File: src/sv/tsm_pkg.sv
// Types and constants shared by the three-stack store.
// Depends on nothing; every other file imports it.
package tsm_pkg;

	localparam int WORD_W = 32;

	typedef logic signed [WORD_W-1:0] word_t;

	localparam word_t MOST_NEG = {1'b1, {(WORD_W-1){1'b0}}};

	localparam logic MODE_PUSH = 1'b0;
	localparam logic MODE_POP  = 1'b1;

	localparam logic [1:0] SEL_NONE   = 2'd0;
	localparam logic [1:0] SEL_BOTTOM = 2'd1;
	localparam logic [1:0] SEL_TOP    = 2'd2;
	localparam logic [1:0] SEL_MIDDLE = 2'd3;

	typedef enum logic [1:0] {
		ST_OK        = 2'd0,
		ST_OVERFLOW  = 2'd1,
		ST_UNDERFLOW = 2'd2
	} status_t;

	// What a storage cell does at the next clock edge.
	typedef enum logic [1:0] {
		OP_HOLD  = 2'd0,
		OP_LOAD  = 2'd1,
		OP_LEFT  = 2'd2,
		OP_RIGHT = 2'd3
	} cell_op_t;

endpackage

File: src/sv/tsm_cell.sv
// One word cell of the shared store: holds, loads, or takes a neighbour's word.
// Depends on tsm_pkg.
module tsm_cell import tsm_pkg::*; (
	input  logic     clk,
	input  cell_op_t op,
	input  word_t    load_word,
	input  word_t    left_word,
	input  word_t    right_word,
	output word_t    word
);

	word_t word_q;

	always_ff @(posedge clk) begin
		case (op)
			OP_LOAD:  word_q <= load_word;
			OP_LEFT:  word_q <= left_word;
			OP_RIGHT: word_q <= right_word;
			default:  word_q <= word_q;
		endcase
	end

	assign word = word_q;

endmodule

File: config.mk
export PLATFORM = sky130hd
export DESIGN_NAME = tsm_cell
export DESIGN_NICKNAME = d
export VERILOG_FILES = /design/src/sv/tsm_pkg.sv /design/src/sv/tsm_cell.sv
export SDC_FILE = /design/constraint.sdc
export NUM_CORES = 1
export LEC_CHECK = 0
export BUFFER_PORTS_ARGS = -buffer_cell sky130_fd_sc_hd__buf_2
export CORE_MARGIN = 5
export CORE_UTILIZATION = 30
export DETAILED_ROUTE_END_ITERATION = 7
export GPL_TIMING_DRIVEN = 0
export PLACE_DENSITY = 0.67
export SYNTH_ARGS = -nofsm -noshare
export SYNTH_HDL_FRONTEND = slang
export SYNTH_SLANG_ARGS = --single-unit
File: constraint.sdc
create_clock -name clk -period 1.2 [get_ports clk]
set_input_delay 0 -clock clk [delete_from_list [all_inputs] [get_ports clk]]
set_output_delay 0 -clock clk [all_outputs]
set_load 0.1 [all_outputs]
==> results of run 1 <==
==> logic make-up (layout without fill, tap and decap cells) <==
logic type      count (synthesis)  count (layout)
buf+inv                        11             147
flops                          32              32
mux                            32              32
compound gates                 32              32
simple gates                   33              33
==> area by class of cell <==
| class | count | share of cell area [%] |
|---|---|---|
| buffer | 11 | 4.185 |
| sequential | 32 | 38.27 |
| clock buffer | 6 | 2.890 |
| timing repair buffer | 128 | 25.51 |
| multi-input combinational | 97 | 24.17 |
| clock inverter | 2 | 1.395 |
| tap | 72 | 3.587 |
==> stage by stage <==
| step | area (um^2) | util [%] |
|---|---|---|
| after detailed placement | 2404 | 43.92 |
| after floorplan | 1673 | - |
| final | 2511 | 45.88 |
| after global placement | 2404 | 43.92 |
| after CTS | 2511 | 45.88 |
| after global routing | 2511 | 45.88 |
==> per-layer routing <==
metal	track usage [%]	part of all wire, %	up-vias	wire length [um]
met5	0	0	-	0
met1	13.48	36	661	1651
met2	22.28	50	82	2311
li1	-	-	777	-
met3	5.986	13	7	594
met4	4.029	1.1	0	51
==> placed cells by master, fill, tap and decap left out, drive strengths merged <==
cell,synthesis,final
edfxtp,32,32
bufinv,0,1
nor2,32,32
clkinv,0,1
buf,8,136
or2,1,1
mux2i,32,32
a21oi,32,32
clkbuf,3,9
==> power by group through the flow <==
stage	Clock [uW]	Combinational, uW	Sequential (uW)
floorplan	0	225	2400
global placement	0	1500	1430
detailed placement	0	1510	1440
CTS	1020	1510	1410
global route	1080	1560	1430
finish	996	1500	1410
==> final timing paths <==
check	startpoint	depth (start not counted)	to	slack, ps
worst min-delay path	load_word[23]	3	word[23]	40
worst max-delay path	word[26]	1	word[26]	160
==> flow_summary.ini, run 1 <==
[yosys]
syn-cell-area_mm2 = 0.001673
synth_cells = 140
synth_area_leader_cell = edfxtp_1
synth_fp_nets = 239
avgSynthCellArea_um2 = 11.95
synth-compound-area-share_pct = 9.574
synth_simple_gate_area_share_pct = 7.554
yosys_register_bits = 32
synthXorXnorAreaFrac_pct = 0
synth_top_family_by_area = multiplexers
synthAdderAreaFrac_pct = 0
synthTopCellsByCount = a21oi_1 (32), edfxtp_1 (32), mux2i_1 (32), nor2_1 (32)
synth_mux_area_share_pct = 19.15
synth_top_area_share_pct = 57.44
seq_area_frac_synth_pct = 57.44
ys.flop_type = edfxtp_1
synthArstFlopShare_pct = 0
yosysWarnings = 0
synth_area_leaders = edfxtp_1 (57%), mux2i_1 (19%), a21oi_1 (9.6%), nor2_1 (7.2%), buf_12 (3.6%)
yosysUniqueCellTypes = 10
synth_edf_count = 32

[drt]
first_pass_iters = 4
vias_per_cell = 4.388
vias = 1527
wl_per_cell_um = 13.24
drt-initial-drc-count = 28
drt-total-wl_mm = 4.608
drc_errors = 0
ant_nets = 0

[power]
pwr-share-seq_pct = 36.1
power_density_mw_per_mm2 = 1555
total_power_uw = 3906
p_sw_share_pct = 40.84
pwr-share-clk_pct = 25.5
cellLeakagePower_uw = 0.001230
p_switching_uw = 1595
combPwrFrac_pct = 38.4
p_int_uw = 2311
ir_worst_vdd_v = 0.0005859

[timing]
slew_violations = 0
tightestPinTransition_ps = 741.5
rsz0062_at_grt = false
setup_viol = 0
final.setup.worst_slack_ps = 163.0
period_share_pct = 86.41
hold_viol = 0
fin_tns_setup_ps = 0
period_needed_ps = 1037
fin_hold_ws_ps = 43.48
fmax_mhz = 964.4
slew_headroom_pct = 50.57

[setup_path]
worstPathRequired_ps = 1200
cp_slowest_cell = buf_2
path_cells = buf_2
endpoint_kind = output port
cp_max_fo = 1
criticalPathCategory = register to output port
critPathMaxStageDelay_ps = 430
worstSetupStartpointType = register
arrival_ps = 1040
cp_top_family = buffers and inverters
critPathBufInv = 1

[clock_network]
root_buffer = clkbuf_8
clkTransAtPathRegs_ps = 70
ctsResizeCount = 0
clk_path_buf_depth = 2
clock-sinks = 32
hold_buffers = 0
cts_tree = built
postCtsSetupRepairBufs = 0
htreeDepth = 2
numCtsBuffers = 5

[cells_and_area]
drive_gt1_share_pct = 52.17
finalNonFillerCells = 348
multiInputGateArea_um2 = 606.8
largest_reg_flops = 32
insertedDiodeCount = 0
nFillCells = 540
syn_to_final_growth_pct = 50.11
regArea_um2 = 960.9
nets = 374

[global_route]
antenna_found_initial = 0
grt_usage_pct = 12.71
gr-total-overflow = 0
grt_pass1_vias = 1579
grt_max_degree = 33
grt_pass1_wl_mm = 7.334

[die]
rows = 27
die_h_um = 84.68
boundaryPins = 131
start_util_pct = 30.57
die_w_um = 84.68
die_area_mm2 = 0.007170
core_mm2 = 0.005473

[placed_design]
numPortBuffers = 128
dp.cells = 340
dp_hpwl_mm = 3.682
gp_congestion = 0.7600
pre_cts_ws_ps = -124.8

[run]
max_cap_violations = 0

[min_path]
min_path_type = primary input to register

[run_status]
status = complete, no violations
Power figures use the tool's default switching activity.
==> run 2, diff against run 1 <==
==> config.mk (replaced) <==
export PLATFORM = sky130hd
export DESIGN_NAME = tsm_cell
export DESIGN_NICKNAME = d
export VERILOG_FILES = /design/src/sv/tsm_pkg.sv /design/src/sv/tsm_cell.sv
export SDC_FILE = /design/constraint.sdc
export NUM_CORES = 1
export LEC_CHECK = 0
export CORE_UTILIZATION = 30
export DETAILED_ROUTE_END_ITERATION = 7
export DONT_BUFFER_PORTS = 1
export GPL_TIMING_DRIVEN = 0
export PLACE_DENSITY = 0.46
export SYNTH_ARGS = -nofsm -noshare
export SYNTH_HDL_FRONTEND = slang
export SYNTH_SLANG_ARGS = --single-unit
==> run 2 against run 1 <==
  * Clock power is 22% lower
  * Sequential share of layout area increased by 6.8 points
  * First-iteration DRC count rose by 36%
  * Global-route usage up 2.3 points
  * Hold slack got worse by 50 ps
  * Core utilization decreased by 5.2 points
  * Largest cell class unchanged
  * Critical path type unchanged
  * The run now ends with hold timing, setup timing left
==> flow_summary.ini, run 2 (synthesis gave the netlist of run 1 again) <==
[placed_design]
numPortBuffers = 0
dp_hpwl_mm = 2.891
gp_congestion = 0.7165
dp.cells = 210
place_area_mm2 = 0.001760
pre_cts_ws_ps = -150.9

[clock_network]
htreeDepth = 2
numCtsBuffers = 5
clkTransAtPathRegs_ps = 70
cts_tree = built
postCtsSetupRepairBufs = 0
clock-sinks = 32
clk_path_buf_depth = 2
root_buffer = clkbuf_8

[timing]
slew_violations = 0
fmax_mhz = 813.2
fin_hold_ws_ps = -6.073
rsz0062_at_grt = true
slew_headroom_pct = 39.14
period_share_pct = 102.5
tightestPinTransition_ps = 914.8
setup_viol = 32
period_needed_ps = 1230
final.setup.worst_slack_ps = -29.74
hold_viol = 2

[global_route]
grt_usage_pct = 15.00
grt_pass1_vias = 1369
gr-total-overflow = 0
antenna_found_initial = 0
grt_max_degree = 33
grt_pass1_wl_mm = 6.575

[drt]
first_pass_iters = 4
wl_per_cell_um = 17.21
drt-initial-drc-count = 38
vias_per_cell = 5.008
ant_nets = 0
drc_errors = 0
drt-total-wl_mm = 4.250
vias = 1237

[die]
core_mm2 = 0.005238
die_w_um = 76.68
die_h_um = 76.68
boundaryPins = 131
rows = 26
start_util_pct = 31.94
die_area_mm2 = 0.005879

[setup_path]
endpoint_kind = output port
cp_max_fo = 1
arrival_ps = 1230
setup.worst_path.start = word[20]
worstPathRequired_ps = 1200
worstSetupStartpointType = register
criticalPathCategory = register to output port

[min_path]
hold_path_startpoint = load_word[9]
min_path_type = primary input to register

[run_status]
status = finished with violations
violations = hold timing, setup timing

[run]
max_cap_violations = 0

[cells_and_area]
nets = 275
nFillCells = 491
drive_gt1_share_pct = 7.910
insertedDiodeCount = 0
finalNonFillerCells = 247
design_area_mm2 = 0.002131
mostFrequentLayoutCells = mux2i_1 (32), nor2_1 (32), a21oi_1 (32), edfxtp_1 (32), dlygate4sd3_1 (29)
largest_reg_flops = 32
syn_to_final_growth_pct = 27.37

[power]
cellLeakagePower_uw = 0.0008354
ir_worst_vdd_v = 0.0008509
total_power_uw = 3524
power_density_mw_per_mm2 = 1654
## run 2: cell count changes in the layout (fill, tap and decap cells not counted), sizes merged
cell	before	now
buf	136	8
dlygate4sd3	0	29
bufinv	1	0
clkbuf	9	10
## run 2: through the flow
step                hold WS (ps)  TNS [ps]  utilization, %
finish                    -6.073    -499.4           40.68
CTS                      0.03560     -1034           40.87
global placement           234.5     -3857           33.61
floorplan                  229.9         0               -
global route               6.948     -1560           40.68
detailed placement         244.0     -4800           33.61
## run 2: layout make-up
class                           instances  area (um^2)  area share (%)
Sequential cell                        32        960.9           45.10
Multi-Input combinational cell         97        606.8           28.48
Timing Repair Buffer                   29        290.3           13.62
Buffer                                 11        105.1           4.932
Tap cell                               70        87.58           4.110
Clock buffer                            7        76.32           3.582
Clock inverter                          1        3.754          0.1762
## run 2: repair_timing
action / CTS / global route
pin swaps: 0 / 1
hold buffers: 30 / 0
hold endpoints to repair: 29 / 0
endpoints found under the setup margin: 32 / 33
resized for setup: 0 / 0
## run 2: power by group
part	switching [uW]	leakage, uW	internal, uW
clock network	371	0.0000399	403
logic	166	0.000473	184
registers	1000	0.000322	1400
total	1540	0.000835	1990
## run 2: path summary, 6_finish.rpt
path	end	slack, ps	depth (start not counted)
worst min-delay path	word[9]	-6	2
worst max-delay path	word[20]	-30	0
## run 2: routing by layer
metal  wire length [um]  GRT usage [%]  vias up
li1                   -              -      579
met1               1573          15.50      559
met2               2273          26.96       95
met3                359          5.476        4
met4                 43          6.538        0
met5                  0              0        -
